`src/hdl/tmaf_pkg.sv`:
```
`timescale 1ns / 1ps
// Shared types and constants of the trimmed-mean converter filter.
// No dependencies; used by the front, queue, back and top level.
package tmaf_pkg;

  localparam int SAMPLE_W    = 12;
  localparam int SUM_W       = 18;
  localparam int COUNT_W     = 6;
  localparam int REF_W       = 13;
  localparam int SCALE_SHIFT = 12;
  localparam int MEAN_SHIFT  = 24;
  localparam int MV_SHIFT    = 25;

  localparam logic [REF_W-1:0]    REF_RESET  = 13'd3300;
  localparam logic [SAMPLE_W-1:0] SAMPLE_MAX = 12'hFFF;

  localparam int QUEUE_DEPTH = 4;
  localparam int QPTR_W      = $clog2(QUEUE_DEPTH);
  localparam int QCNT_W      = $clog2(QUEUE_DEPTH + 1);

  typedef struct packed {
    logic                ch;
    logic [SUM_W-1:0]    sum;
    logic [SAMPLE_W-1:0] max_code;
    logic [SAMPLE_W-1:0] min_code;
  } win_t;

endpackage

```
`src/hdl/tmaf_front.sv`:
```
`timescale 1ns / 1ps
// Front end: accepts samples and keeps per-channel sum, max, min and count.
// Depends on tmaf_pkg; pushes completed window records into tmaf_queue.
module tmaf_front #(
  parameter int WINDOW   = 30,
  parameter int CHANNELS = 2
) (
  input  logic                          clk_i,
  input  logic                          rst_ni,
  input  logic                          in_valid_i,
  input  logic                          channel_id_i,
  input  logic [tmaf_pkg::SAMPLE_W-1:0] sample_code_i,
  input  logic                          q_full_i,
  output logic                          push_o,
  output tmaf_pkg::win_t                win_o
);

  localparam int LIVE = (CHANNELS < 2) ? CHANNELS : 2;

  logic [tmaf_pkg::SUM_W-1:0]    sum_q   [LIVE];
  logic [tmaf_pkg::SAMPLE_W-1:0] max_q   [LIVE];
  logic [tmaf_pkg::SAMPLE_W-1:0] min_q   [LIVE];
  logic [tmaf_pkg::COUNT_W-1:0]  count_q [LIVE];

  logic [LIVE-1:0]               hit;
  logic                          accept;
  logic [tmaf_pkg::SUM_W-1:0]    cur_sum, sum_d;
  logic [tmaf_pkg::SAMPLE_W-1:0] cur_max, cur_min, max_d, min_d;
  logic [tmaf_pkg::COUNT_W-1:0]  cur_count, count_d;
  logic                          done;

  assign accept = in_valid_i && !q_full_i;

  always_comb begin
    cur_sum   = '0;
    cur_max   = '0;
    cur_min   = '0;
    cur_count = '0;
    for (int g = 0; g < LIVE; g++) begin
      hit[g] = (channel_id_i == 1'(g));
      if (hit[g]) begin
        cur_sum   = sum_q[g];
        cur_max   = max_q[g];
        cur_min   = min_q[g];
        cur_count = count_q[g];
      end
    end
    max_d   = (sample_code_i > cur_max) ? sample_code_i : cur_max;
    min_d   = (sample_code_i < cur_min) ? sample_code_i : cur_min;
    sum_d   = cur_sum + tmaf_pkg::SUM_W'(sample_code_i);
    count_d = cur_count + tmaf_pkg::COUNT_W'(1);
    done    = (count_d == tmaf_pkg::COUNT_W'(WINDOW));
  end

  assign push_o         = accept && (|hit) && done;
  assign win_o.ch       = channel_id_i;
  assign win_o.sum      = sum_d;
  assign win_o.max_code = max_d;
  assign win_o.min_code = min_d;

  always_ff @(posedge clk_i or negedge rst_ni) begin
    if (!rst_ni) begin
      for (int g = 0; g < LIVE; g++) begin
        sum_q[g]   <= '0;
        max_q[g]   <= '0;
        min_q[g]   <= tmaf_pkg::SAMPLE_MAX;
        count_q[g] <= '0;
      end
    end else begin
      for (int g = 0; g < LIVE; g++) begin
        if (accept && hit[g]) begin
          if (done) begin
            sum_q[g]   <= '0;
            max_q[g]   <= '0;
            min_q[g]   <= tmaf_pkg::SAMPLE_MAX;
            count_q[g] <= '0;
          end else begin
            sum_q[g]   <= sum_d;
            max_q[g]   <= max_d;
            min_q[g]   <= min_d;
            count_q[g] <= count_d;
          end
        end
      end
    end
  end

endmodule

```
`src/hdl/tmaf_queue.sv`:
```
`timescale 1ns / 1ps
// Short queue of completed window records between front and back.
// Depends on tmaf_pkg for the record type and depth.
module tmaf_queue (
  input  logic           clk_i,
  input  logic           rst_ni,
  input  logic           push_i,
  input  tmaf_pkg::win_t win_i,
  input  logic           pop_i,
  output logic           valid_o,
  output logic           full_o,
  output tmaf_pkg::win_t win_o
);

  tmaf_pkg::win_t                 mem_q [tmaf_pkg::QUEUE_DEPTH];
  logic [tmaf_pkg::QPTR_W-1:0]    wr_q, wr_d, rd_q, rd_d;
  logic [tmaf_pkg::QCNT_W-1:0]    cnt_q, cnt_d;

  assign valid_o = (cnt_q != '0);
  assign full_o  = (cnt_q == tmaf_pkg::QCNT_W'(tmaf_pkg::QUEUE_DEPTH));
  assign win_o   = mem_q[rd_q];

  always_comb begin
    wr_d  = push_i ? wr_q + tmaf_pkg::QPTR_W'(1) : wr_q;
    rd_d  = pop_i ? rd_q + tmaf_pkg::QPTR_W'(1) : rd_q;
    cnt_d = cnt_q + tmaf_pkg::QCNT_W'(push_i) - tmaf_pkg::QCNT_W'(pop_i);
  end

  always_ff @(posedge clk_i) begin
    if (push_i) begin
      mem_q[wr_q] <= win_i;
    end
  end

  always_ff @(posedge clk_i or negedge rst_ni) begin
    if (!rst_ni) begin
      wr_q  <= '0;
      rd_q  <= '0;
      cnt_q <= '0;
    end else begin
      wr_q  <= wr_d;
      rd_q  <= rd_d;
      cnt_q <= cnt_d;
    end
  end

`ifndef SYNTH
  a_no_overflow: assert property (@(posedge clk_i) disable iff (!rst_ni)
    push_i |-> !full_o)
    else $error("window record pushed into full queue");
  a_no_underflow: assert property (@(posedge clk_i) disable iff (!rst_ni)
    pop_i |-> valid_o)
    else $error("window record popped from empty queue");
  a_count_up: assert property (@(posedge clk_i) disable iff (!rst_ni)
    (push_i && !pop_i) |=> cnt_q == $past(cnt_q) + tmaf_pkg::QCNT_W'(1))
    else $error("queue fill count did not advance on push");
`endif

endmodule

```
`src/hdl/tmaf_back.sv`:
```
`timescale 1ns / 1ps
// Back end: trims a window record, divides by WINDOW-2 and scales to millivolts.
// Depends on tmaf_pkg; pops records from tmaf_queue and drives the result word.
module tmaf_back #(
  parameter int WINDOW = 30
) (
  input  logic                          clk_i,
  input  logic                          rst_ni,
  input  logic [tmaf_pkg::REF_W-1:0]    ref_i,
  input  logic                          q_valid_i,
  input  tmaf_pkg::win_t                q_win_i,
  output logic                          pop_o,
  output logic                          out_valid_o,
  input  logic                          out_stall_i,
  output logic                          result_channel_o,
  output logic [tmaf_pkg::SAMPLE_W-1:0] mean_code_o,
  output logic [tmaf_pkg::REF_W-1:0]    voltage_millivolts_o
);

  localparam int DIV      = WINDOW - 2;
  localparam int MREC_W   = tmaf_pkg::MEAN_SHIFT + 1;
  localparam int VREC_W   = tmaf_pkg::MV_SHIFT + 1;
  localparam int PROD_W   = tmaf_pkg::SUM_W + tmaf_pkg::REF_W;
  localparam int SCALED_W = PROD_W - tmaf_pkg::SCALE_SHIFT;
  localparam int MPROD_W  = tmaf_pkg::SUM_W + MREC_W;
  localparam int VDIV_W   = SCALED_W + VREC_W;
  localparam logic [MREC_W-1:0] MEAN_RECIP =
    MREC_W'((2 ** tmaf_pkg::MEAN_SHIFT + DIV - 1) / DIV);
  localparam logic [VREC_W-1:0] MV_RECIP =
    VREC_W'((2 ** tmaf_pkg::MV_SHIFT + DIV - 1) / DIV);

  logic                                  v1_q, v2_q, v3_q, v4_q;
  logic                                  rdy1, rdy2, rdy3, rdy4;
  logic                                  ch1_q, ch2_q, ch3_q, ch4_q;
  logic [tmaf_pkg::SUM_W-1:0]            trim_d, trim_q;
  logic [MPROD_W-1:0]                    mprod_q;
  logic [PROD_W-1:0]                     vprod_q;
  logic [tmaf_pkg::SAMPLE_W-1:0]         mean3_q, mean4_q;
  logic [VDIV_W-1:0]                     vdiv_q;
  logic [tmaf_pkg::REF_W-1:0]            mv4_q;

  assign rdy4  = !v4_q || !out_stall_i;
  assign rdy3  = !v3_q || rdy4;
  assign rdy2  = !v2_q || rdy3;
  assign rdy1  = !v1_q || rdy2;
  assign pop_o = q_valid_i && rdy1;

  assign trim_d = q_win_i.sum - tmaf_pkg::SUM_W'(q_win_i.max_code)
                              - tmaf_pkg::SUM_W'(q_win_i.min_code);

  always_ff @(posedge clk_i or negedge rst_ni) begin
    if (!rst_ni) begin
      v1_q <= 1'b0;
      v2_q <= 1'b0;
      v3_q <= 1'b0;
      v4_q <= 1'b0;
    end else begin
      if (rdy1) v1_q <= q_valid_i;
      if (rdy2) v2_q <= v1_q;
      if (rdy3) v3_q <= v2_q;
      if (rdy4) v4_q <= v3_q;
    end
  end

  always_ff @(posedge clk_i) begin
    if (rdy1) begin
      ch1_q  <= q_win_i.ch;
      trim_q <= trim_d;
    end
    if (rdy2) begin
      ch2_q   <= ch1_q;
      mprod_q <= MPROD_W'(trim_q) * MPROD_W'(MEAN_RECIP);
      vprod_q <= PROD_W'(trim_q) * PROD_W'(ref_i);
    end
    if (rdy3) begin
      ch3_q   <= ch2_q;
      mean3_q <= mprod_q[tmaf_pkg::MEAN_SHIFT +: tmaf_pkg::SAMPLE_W];
      vdiv_q  <= VDIV_W'(vprod_q[PROD_W-1:tmaf_pkg::SCALE_SHIFT]) * VDIV_W'(MV_RECIP);
    end
    if (rdy4) begin
      ch4_q   <= ch3_q;
      mean4_q <= mean3_q;
      mv4_q   <= vdiv_q[tmaf_pkg::MV_SHIFT +: tmaf_pkg::REF_W];
    end
  end

  assign out_valid_o          = v4_q;
  assign result_channel_o     = ch4_q;
  assign mean_code_o          = mean4_q;
  assign voltage_millivolts_o = mv4_q;

endmodule

```
`src/hdl/trimmed_mean_adc_filter.sv`:
```
`timescale 1ns / 1ps
// Trimmed-mean converter filter, top level: register, front, queue and back.
// Depends on tmaf_pkg, tmaf_front, tmaf_queue and tmaf_back.
//
// Takes one 12-bit sample word per clock while in_stall_o is low, tagged with
// a channel; samples of a channel at or above CHANNELS are dropped. After
// WINDOW samples of a channel one largest and one smallest are removed and a
// word with the channel, the floored mean code and the floored millivolt
// value is emitted; that channel's window then restarts. Sample intake is one
// word per cycle while the queue is not full; each accepted word updates the
// per-channel sum, max, min and count. A completed window passes through the
// queue, then the trim, multiply, reciprocal multiply and output registers. A
// four-entry queue of completed windows sits between intake and arithmetic, so
// an output stall holds back intake only once the queue is full. Write
// reference_millivolts only while no window is in flight.
module trimmed_mean_adc_filter #(
  parameter int WINDOW   = 30,
  parameter int CHANNELS = 2
) (
  input  logic                          clk_i,
  input  logic                          rst_ni,
  input  logic                          cfg_we_i,
  input  logic [tmaf_pkg::REF_W-1:0]    cfg_wdata_i,
  input  logic                          in_valid_i,
  output logic                          in_stall_o,
  input  logic                          channel_id_i,
  input  logic [tmaf_pkg::SAMPLE_W-1:0] sample_code_i,
  output logic                          out_valid_o,
  input  logic                          out_stall_i,
  output logic                          result_channel_o,
  output logic [tmaf_pkg::SAMPLE_W-1:0] mean_code_o,
  output logic [tmaf_pkg::REF_W-1:0]    voltage_millivolts_o
);

  logic [tmaf_pkg::REF_W-1:0] ref_q;
  logic                       push, pop, q_valid, q_full;
  tmaf_pkg::win_t             push_win, q_win;

  always_ff @(posedge clk_i or negedge rst_ni) begin
    if (!rst_ni) begin
      ref_q <= tmaf_pkg::REF_RESET;
    end else if (cfg_we_i) begin
      ref_q <= cfg_wdata_i;
    end
  end

  assign in_stall_o = q_full;

  tmaf_front #(
    .WINDOW   (WINDOW),
    .CHANNELS (CHANNELS)
  ) u_front (
    .clk_i         (clk_i),
    .rst_ni        (rst_ni),
    .in_valid_i    (in_valid_i),
    .channel_id_i  (channel_id_i),
    .sample_code_i (sample_code_i),
    .q_full_i      (q_full),
    .push_o        (push),
    .win_o         (push_win)
  );

  tmaf_queue u_queue (
    .clk_i   (clk_i),
    .rst_ni  (rst_ni),
    .push_i  (push),
    .win_i   (push_win),
    .pop_i   (pop),
    .valid_o (q_valid),
    .full_o  (q_full),
    .win_o   (q_win)
  );

  tmaf_back #(
    .WINDOW (WINDOW)
  ) u_back (
    .clk_i                (clk_i),
    .rst_ni               (rst_ni),
    .ref_i                (ref_q),
    .q_valid_i            (q_valid),
    .q_win_i              (q_win),
    .pop_o                (pop),
    .out_valid_o          (out_valid_o),
    .out_stall_i          (out_stall_i),
    .result_channel_o     (result_channel_o),
    .mean_code_o          (mean_code_o),
    .voltage_millivolts_o (voltage_millivolts_o)
  );

endmodule

```
`config.mk`:
```
export PLATFORM = sky130hd
export DESIGN_NAME = trimmed_mean_adc_filter
export DESIGN_NICKNAME = d
export VERILOG_FILES = /design/src/hdl/tmaf_pkg.sv /design/src/hdl/tmaf_front.sv /design/src/hdl/tmaf_queue.sv /design/src/hdl/tmaf_back.sv /design/src/hdl/trimmed_mean_adc_filter.sv
export SDC_FILE = /design/constraint.sdc
export NUM_CORES = 1
export LEC_CHECK = 0
export BUFFER_PORTS_ARGS = -buffer_cell sky130_fd_sc_hd__buf_2
export CAP_MARGIN = 25
export CORE_MARGIN = 2
export CORE_UTILIZATION = 64
export CTS_CLUSTER_SIZE = 16
export DETAILED_ROUTE_END_ITERATION = 8
export PLACE_DENSITY = 0.81
export SLEW_MARGIN = 20
export SYNTH_ARGS = -nofsm -noshare
export SYNTH_HDL_FRONTEND = slang
export SYNTH_HIERARCHICAL = 1
export SYNTH_SLANG_ARGS = --single-unit
```
`constraint.sdc`:
```
create_clock -name clk_i -period 8.2 [get_ports clk_i]
set_input_delay 0.82 -clock clk_i [delete_from_list [all_inputs] [get_ports clk_i]]
set_output_delay 0.82 -clock clk_i [all_outputs]
set_load 0.02 [all_outputs]
```
==> results of run 1 <==
-- cells in the final DEF (no fill, tap or decap), drive strengths merged, types with 7 or more instances in the layout --
master	count
o31ai	16
a21o	29
ha	377
clkbuf	57
a211oi	10
a31oi	10
xor2	32
nand4	17
inv	544
o21a	14
and2	122
nor2b	9
and3	7
nor3	11
mux4	43
nand3	21
edfxtp	275
and4	8
dfstp	30
o21bai	7
mux2	50
mux2i	35
clkinv	7
buf	73
nand2	236
xnor2	55
nand2b	20
o21ai	87
dfrtp	90
a21oi	98
a22o	9
fa	316
nor2	59
o211ai	9
clkinvlp	10
-- cells by family (layout without fill, tap and decap cells) --
family / Yosys count / in the layout / share of synthesized area (%)
and+or+nand+nor: 533 / 533 / 8.15
DFF: 395 / 395 / 35.2
muxes: 128 / 128 / 6.03
xor gates and xnor gates: 87 / 87 / 2.37
buffers and inverters: 621 / 694 / 7.66
adders and majority gates: 693 / 693 / 34.4
AOI/OAI and AO/OA: 320 / 320 / 6.26
-- registers in the layout (all words and copies together), names as in the netlist, 13 cells and up --
name and flops:
ref_q 13, u_back/trim_q 18, u_back/vdiv_q 13, u_back/voltage_millivolts_o 13, u_back/vprod_q 19, u_front/max_q 24
u_front/min_q 24, u_front/sum_q 36, u_queue/mem_q 172
-- per-layer routing --
| metal | GRT usage, % | up-vias | wire length [um] |
|---|---|---|---|
| li1 | - | 9264 | - |
| met1 | 32.5 | 10200 | 26200 |
| met2 | 48.4 | 600 | 35500 |
| met3 | 3.31 | 164 | 2950 |
| met4 | 9.95 | 0 | 2340 |
| met5 | 0 | - | 0 |
-- through the flow --
stage	setup slack, ns	area, um2
after floorplan	2.22	32100
after global placement	1.95	33000
after detailed placement	1.79	33000
after CTS	1.75	34500
after global routing	1.42	34500
final	1.77	34500
-- final cells by class --
| type | instances | share of cell area (%) |
|---|---|---|
| Multi-Input combinational cell | 1761 | 53.4 |
| Sequential cell | 395 | 32.8 |
| Inverter | 543 | 5.92 |
| Clock buffer | 57 | 3.63 |
| Tap cell | 672 | 2.44 |
| Timing Repair Buffer | 73 | 1.18 |
| Clock inverter | 21 | 0.672 |
-- worst register-to-register path: stages (launching register included) --
cell,delay (ns)
edfxtp_1,0.72
inv_1,0.10
ha_1,0.33
fa_1,0.50
inv_1,0.06
fa_1,0.51
inv_1,0.06
fa_1,0.50
inv_1,0.05
fa_1,0.53
inv_1,0.05
fa_1,0.54
inv_1,0.05
ha_1,0.30
and4_1,0.24
a2111oi_1,0.47
a211oi_1,0.25
or3_1,0.44
a21o_2,0.25
a21oi_2,0.14
xnor2_1,0.07
-- how the worst min path moves through the flow --
stage	start	to	cells after the start
detailed placement	u_back/mprod_q[28]	u_back/mean3_q[4]	0
global placement	u_back/mean3_q[10]	u_back/mean_code_o[10]	0
global route	rst_ni	u_front/max_q[15]	1
floorplan	u_back/ch1_q	u_back/ch2_q	0
CTS	rst_ni	u_front/max_q[4]	1
finish	rst_ni	u_front/max_q[4]	1
==> flow_metrics.tcl, run 1 <==
set metrics [dict create \
    final_hold_viol_count 0 \
    syn_nets 3501 \
    setup.reg_to_reg.worst_slack_ns 1.77 \
    worstSetupPathDepth 20 \
    placedCellCount 3444 \
    slowest_stage "edfxtp_1" \
    worst_setup_path_startpoint "u_back/trim_q[16]" \
    ys_async_sr_fraction_pct 30.4 \
    multi_input_logic_area_um2 18400 \
    cts_sinks 395 \
    via_count 20200 \
    start_util_pct 64.5 \
    worst_hold_path_type "in -> async" \
    mappedNetlistArea_um2 32100 \
    yosys.cell_types.count 72 \
    setup_viols_final 0 \
    die_height_um 228 \
    worst-endpoint-arrival_ns 6.74 \
    synth_top_area_share_pct 25.7 \
    synth.largest_area_cell "edfxtp_1" \
    grt_max_degree 64 \
    layout_cells_excl_fill 3522 \
    die_x_um 228 \
    post-route-period-util_pct 78.5 \
    timing.critical_path.mode_cell "inv_1" \
    timing.max_cap.violations 0 \
    fp-row-count 82 \
    avgRoutedWirePerCell_um 19.0 \
    cts.htree.levels 2 \
    final_period_minus_worst_setup_slack_ns 6.43 \
    outcome "complete, no violations" \
    worstSetupEndpointType "flip-flop" \
    area.sequential_um2 11300 \
    synthCells 2777 \
    cts_hold_buffers 0 \
    cp-endpoint "u_back/mprod_q[30]" \
    hpwl_um 50400 \
    grt_first_pass_wirelength_um 111000 \
    worst_hold_slack_ns 0.329 \
    worst_r2r_startpoint "u_back/trim_q[16]" \
    fill_cells 3450 \
    cpPeakStageDelay_ns 0.72 \
    sequential_share_of_the_synthesized_area_pct 35.2 \
    synthMostInstantiatedCell "inv_1" \
    num_antenna_cells 0 \
    synth-edff-count 275 \
    pin_count 59 \
    drt_first_iter_violations 1220 \
    path_cells "inv_1 -> ha_1 -> fa_1 -> inv_1 -> fa_1 -> inv_1 -> fa_1 -> inv_1 -> fa_1 -> inv_1 -> fa_1 -> inv_1 -> ha_1 -> and4_1 -> a2111oi_1 -> a211oi_1 -> or3_1 -> a21o_2 -> a21oi_2 -> xnor2_1" \
    path_buf_inv 6 \
    antenna_violating_nets_left 0 \
    clk-insertion-delay-late_ns 0.57 \
    synth_commonest_cells "543 x inv_1, 377 x ha_1, 316 x fa_1" \
    fraction_of_final_layout_cells_with_drive_strength_greater_than_1_pct 10.1 \
    post_cts.resized_instances 0 \
    timing.max_slew.rel_slack_pct 33.8 \
    die_area_um2 52000 \
    cts-root-buf "clkbuf_16" \
    critPathRequiredTime_ns 8.51 \
    clk_pin_slew_ns 0.06 \
    global_route.usage.total_pct 26.6 \
    grt_pass1_vias 22200 \
    timing.setup.tns_ns 0 \
    finClkSkew_ns 0.0196 \
    worst_r2r_endpoint "u_back/mprod_q[30]" \
    postCtsSetupBuffers 0 \
    max_slew.worst_pin.slew_ns 0.990 \
    crit_type "reg -> reg" \
    drt-total-wl_um 67000 \
    grt.overflow.total 0 \
    synthesis_stage_register_bit_count 395 \
    final_max_slew_viol_count 0 \
    buffers_from_clock_root_to_sink_at_most 3 \
    layout.nets 3540 \
    io_buffers 58 \
    utilization_pct 69.1 \
    yosys-top-cells-area "edfxtp_1 26%, fa_1 20%, ha_1 15%, dfrtp_1 7.0%, inv_1 6.3%" \
    cts_buffers 42 \
    worst_path_dominant_cell_family "adder cells" \
    syn2layout_area_growth_pct 7.21 \
    drtPass1Iterations 5 \
    routed_via_density 5.74 \
    cts_tree "done" \
    drc_errors 0 \
    kind_of_launch_point_of_the_worst_setup_path "flip-flop" \
    crit_path_max_fanout 18 \
    yosys_warnings 6 \
    core_region_area_um2 49900 \
    rsz_0062_raised_after_global_routing "false" \
    gp_congestion 0.914 \
    synthesis.area_per_instance_um2 11.6 \
    worst_r2r_path_depth 20 \
    ys.flop_type "edfxtp_1" \
    grt_antenna_before_repair 0 \
    maxClockFrequency_ghz 0.155 \
]
Power of run 1 is left out: the tool's default activity adds up to more than one toggle a clock period on the data nets, which glitch-free logic cannot reach.
==> run 2: changes to the inputs <==
clock period = 6.7 ns   (was 8.2 ns; I/O delays follow)
==> run 2 against run 1 <==
Sequential share of layout area is essentially flat. First-iteration DRC count increased by 18%. Final cell count grew 0.37%. Register-to-register slack got worse by 1.2 ns. Non-clock buffer count rose by 14. Count of clock-buffer cells in the layout fell by 4. Die area unchanged. Setup slack worse by 1.2 ns.
==> flow_metrics.tcl, run 2 (same netlist as run 1, synthesis figures left out) <==
set metrics [dict create \
    outcome "complete, no violations" \
    cts.htree.levels 2 \
    final_max_slew_viol_count 0 \
    fin_ws_ns 0.577 \
    crit_path_max_fanout 17 \
    detailedPlace.worstSlack_ns 0.668 \
    io_buffers 58 \
    hpwl_um 51100 \
    buffers_from_clock_root_to_sink_at_most 3 \
    number_of_flip_flops_under_the_largest_register_name 172 \
    antenna_violating_nets_left 0 \
    area.sequential_um2 11300 \
    fraction_of_final_layout_cells_with_drive_strength_greater_than_1_pct 10.1 \
    final_period_minus_worst_setup_slack_ns 6.12 \
    timing.critical_path.mode_cell "fa_1" \
    timing.max_cap.violations 0 \
    layout.cells.most_common "inv_1" \
    finClkSkew_ns 0.0300 \
    slowest_stage "edfxtp_1" \
    die_height_um 228 \
    cpPeakStageDelay_ns 0.72 \
    crit_type "reg -> reg" \
    grt_max_degree 75 \
    drt_first_iter_violations 1436 \
    worstSetupEndpointType "flip-flop" \
    routed_via_density 5.71 \
    path_cells "and2_1 -> fa_1 -> inv_1 -> fa_1 -> inv_1 -> fa_1 -> fa_1 -> inv_1 -> fa_1 -> inv_1 -> ha_1 -> and4_1 -> o21ai_0 -> o21a_1 -> a31o_2 -> a31oi_1 -> a21boi_0 -> o21bai_1 -> xor2_1" \
    multi_input_logic_area_um2 18400 \
    rsz_0062_raised_after_global_routing "false" \
    fill_cells 3497 \
    num_antenna_cells 0 \
    drt-total-wl_um 66400 \
    cts_sinks 395 \
    gp_congestion 0.914 \
    avgRoutedWirePerCell_um 18.8 \
    timing.setup.tns_ns 0 \
    cts-root-buf "clkbuf_16" \
    layout.cells.most_common_list "543 x inv_1, 377 x ha_1, 316 x fa_1, 275 x edfxtp_1, 235 x nand2_1" \
    die_area_um2 52000 \
    layout.nets 3554 \
    grt_first_pass_wirelength_um 110000 \
    grt_pass1_vias 22000 \
    cts_buffers 42 \
    worst-endpoint-arrival_ns 6.43 \
    grt.overflow.total 0 \
    postCtsSetupBuffers 0 \
    fp-row-count 82 \
    pin_count 59 \
    global_route.usage.total_pct 26.4 \
    post_cts.resized_instances 0 \
    start_util_pct 64.5 \
    clk_pin_slew_ns 0.06 \
    grt_antenna_before_repair 0 \
    post-route-period-util_pct 91.4 \
    via_count 20200 \
    die_x_um 228 \
    placed_area_um2 33100 \
    drc_errors 0 \
    core_region_area_um2 49900 \
    final_hold_viol_count 0 \
    maxClockFrequency_ghz 0.163 \
    postLayoutCellArea_um2 34500 \
    setup_viols_final 0 \
    reg.largest.list "u_queue/mem_q x172, u_front/sum_q x36" \
    clk-insertion-delay-late_ns 0.59 \
    worst_hold_path_type "in -> async" \
    syn2layout_area_growth_pct 7.28 \
    largest-register "u_queue/mem_q" \
    cts_tree "done" \
    drtPass1Iterations 5 \
    cts_hold_buffers 0 \
    max_slew.worst_pin.slew_ns 0.980 \
    critPathRequiredTime_ns 7.01 \
    kind_of_launch_point_of_the_worst_setup_path "flip-flop" \
    timing.max_slew.rel_slack_pct 34.5 \
]
[run 2: metrics by stage]
| step | hold WS, ns | util [%] | cells |
|---|---|---|---|
| 6_report | 0.137 | 69.1 | 3535 |
| 5_1_grt | 0.172 | 69.1 | 3535 |
| 4_1_cts | 0.127 | 69.1 | 3534 |
| 3_5_place_dp | 0.405 | 66.3 | 3457 |
| 3_3_place_gp | 0.402 | 66.3 | 3457 |
| 2_1_floorplan | 0.374 | - | 2777 |
[run 2: worst max-delay path, delay by kind of cell, from the launching register on]
kind,cells,cell delay [ns]
buffers and inverters,4,0.20
AO/OA/AOI/OAI,6,1.47
adder cells (fa/ha/maj),6,2.82
AND/OR/NAND/NOR,2,0.52
XOR/XNOR,1,0.10
flip-flops,1,0.72
[run 2: path summary, 6_finish.rpt]
kind                                    start                endpoint  slack [ns]  cells after the start
setup reg to reg             u_back/trim_q[8]      u_back/vprod_q[28]        0.58                     19
setup / recovery             u_back/trim_q[8]      u_back/vprod_q[28]        0.58                     19
min in group clk_i             cfg_wdata_i[6]                ref_q[6]        0.32                      2
hold reg to reg            u_back/mean3_q[10]  u_back/mean_code_o[10]        0.41                      0
hold / removal                         rst_ni       u_front/max_q[16]        0.14                      1
max in group asynchronous              rst_ni       u_front/min_q[11]        5.41                      3
[run 2: per-layer routing]
layer / routed length (um) / up-vias / global-route usage, %
li1: - / 9301 / -
met1: 25900 / 10100 / 32.2
met2: 34200 / 623 / 47.2
met3: 3550 / 178 / 4.23
met4: 2720 / 0 / 10.5
met5: 0 / - / 0
[run 2: layout make-up]
cell class              instances  area share, %
clock inverters                24          0.777
repair buffers                 87           1.54
multi-input cells            1761           53.3
clock buffers                  53           3.23
well taps                     672           2.44
inverters                     543           5.91
flip-flops and latches        395           32.8
Power of run 2 is left out for the same reason.
==> run 3: changes to the inputs <==
CORE_MARGIN = not set   (was 2)
RECOVER_POWER = 100   (was not set)
==> run 3 against run 2 <==
The flow now finishes with violations (capacitance limit, slew limit). Highest routed layer is now met5. Cell area down 0.66%. Via count up 1.5%. Die area is 1.7% lower.
==> flow_metrics.tcl, run 3 (same netlist as run 1, synthesis figures left out) <==
set metrics [dict create \
    cts-root-buf "clkbuf_16" \
    post-route-period-util_pct 93.1 \
    reg.largest.list "u_queue/mem_q x172, u_front/sum_q x36" \
    global_route.usage.total_pct 28.1 \
    worst-endpoint-arrival_ns 6.57 \
    final_hold_viol_count 0 \
    worst_r2r_startpoint "u_back/trim_q[12]" \
    final_max_slew_viol_count 221 \
    grt_antenna_before_repair 1 \
    grt_max_degree 63 \
    hpwl_um 51500 \
    timing.max_cap.violations 6 \
    io_buffers 58 \
    post_cts.resized_instances 0 \
    cts_hold_buffers 0 \
    cts_tree "done" \
    core_region_area_um2 49300 \
    die_area_um2 51100 \
    drt_first_iter_violations 1370 \
    holdCritStartpoint "cfg_wdata_i[2]" \
    crit_type "reg -> reg" \
    failed_checks "capacitance limit, slew limit" \
    grt_pass1_vias 22200 \
    start_util_pct 65.2 \
    rsz_0062_raised_after_global_routing "false" \
    die_x_um 226 \
    final_period_minus_worst_setup_slack_ns 6.24 \
    drtPass1Iterations 5 \
    timing.max_slew.rel_slack_pct -124 \
    pin_count 59 \
    clk-insertion-delay-late_ns 0.59 \
    max_slew.worst_pin.slew_ns 3.36 \
    maxClockFrequency_ghz 0.160 \
    kind_of_launch_point_of_the_worst_setup_path "flip-flop" \
    critPathRequiredTime_ns 7.04 \
    finClkSkew_ns 0.0282 \
    postCtsSetupBuffers 0 \
    worst_setup_path_startpoint "u_back/trim_q[12]" \
    antenna_violating_nets_left 0 \
    setup_viols_final 0 \
    syn2layout_area_growth_pct 6.58 \
    cts_buffers 43 \
    drt-total-wl_um 68500 \
    drc_errors 0 \
    fp-row-count 81 \
    timing.setup.tns_ns 0 \
    layout.cells.most_common "inv_1" \
    clk_pin_slew_ns 0.07 \
    layout.cells.most_common_list "543 x inv_1, 377 x ha_1, 316 x fa_1, 275 x edfxtp_1, 236 x nand2_1" \
    gp_congestion 0.927 \
    num_antenna_cells 0 \
    largest-register "u_queue/mem_q" \
    worstSetupEndpointType "flip-flop" \
    outcome "finished, violations left" \
    cts.htree.levels 2 \
    crit_path_max_fanout 17 \
    fraction_of_final_layout_cells_with_drive_strength_greater_than_1_pct 7.10 \
    cts_sinks 395 \
    avgRoutedWirePerCell_um 19.4 \
    number_of_flip_flops_under_the_largest_register_name 172 \
    routed_via_density 5.81 \
    grt_first_pass_wirelength_um 112000 \
    layout.nets 3549 \
    grt.overflow.total 0 \
    worst_hold_path_type "in -> reg" \
    via_count 20500 \
    die_height_um 226 \
    buffers_from_clock_root_to_sink_at_most 3 \
]
==> run 3: cell types whose count changed in the layout (fill, tap and decap cells not counted), moves of 15 or more <==
cell,before,now
buf_2,57,28
buf_4,29,14
mux2_1,0,28
mux2_2,40,17
clkbuf_1,9,56
==> run 3: path summary, 6_finish.rpt <==
| kind | endpoint | slack (ns) | depth (start not counted) |
|---|---|---|---|
| setup / recovery | u_back/mprod_q[30] | 0.46 | 18 |
| setup reg to reg | u_back/mprod_q[30] | 0.46 | 18 |
| hold reg to reg | u_back/mean_code_o[10] | 0.42 | 0 |
| max in group asynchronous | u_back/v2_q | 2.68 | 2 |
| min in group asynchronous | u_front/sum_q[5] | 1.22 | 1 |
| hold / removal | ref_q[2] | 0.31 | 2 |
==> run 3: final cells by class <==
| cell class | count | area, um2 |
|---|---|---|
| Fill cell | 3444 | 15000 |
| Timing Repair Buffer | 81 | 393 |
| Multi-Input combinational cell | 1761 | 18300 |
| Tap cell | 664 | 831 |
| Clock buffer | 65 | 1220 |
| Clock inverter | 15 | 138 |
| Inverter | 543 | 2040 |
| Sequential cell | 395 | 11300 |
==> run 3: layer usage <==
| layer | track usage, % | vias to the layer above | wire [um] |
|---|---|---|---|
| li1 | - | 9295 | - |
| met1 | 35.3 | 10300 | 27700 |
| met2 | 49.6 | 687 | 34800 |
| met3 | 4.24 | 157 | 3780 |
| met4 | 9.52 | 2 | 2200 |
| met5 | 0 | - | 11 |
==> run 3: critical path: stages, from the launching register on <==
cell,delay (ns)
edfxtp_1,0.89
ha_1,0.38
inv_1,0.13
fa_1,0.43
inv_1,0.15
fa_1,0.43
fa_1,0.50
inv_1,0.06
fa_1,0.54
inv_1,0.04
ha_1,0.32
a21oi_1,0.13
a21boi_0,0.14
a2111oi_0,0.65
a211oi_1,0.26
or3_1,0.43
a21o_2,0.24
a21oi_1,0.19
xnor2_1,0.08
==> run 3: through the flow <==
| stage | cell area [um2] | worst slack [ns] | utilization [%] | instances | hold WS (ns) |
|---|---|---|---|---|---|
| after floorplan | 32100 | 0.721 | - | 2777 | 0.374 |
| after CTS | 34400 | 0.642 | 69.8 | 3523 | 0.177 |
| after global routing | 34300 | 0.156 | 69.5 | 3524 | 0.298 |
| after detailed placement | 33000 | 0.704 | 67.0 | 3443 | 0.405 |
| after global placement | 33000 | 0.835 | 67.0 | 3443 | 0.401 |
| final | 34300 | 0.465 | 69.5 | 3524 | 0.312 |
Power of run 3 is left out for the same reason.
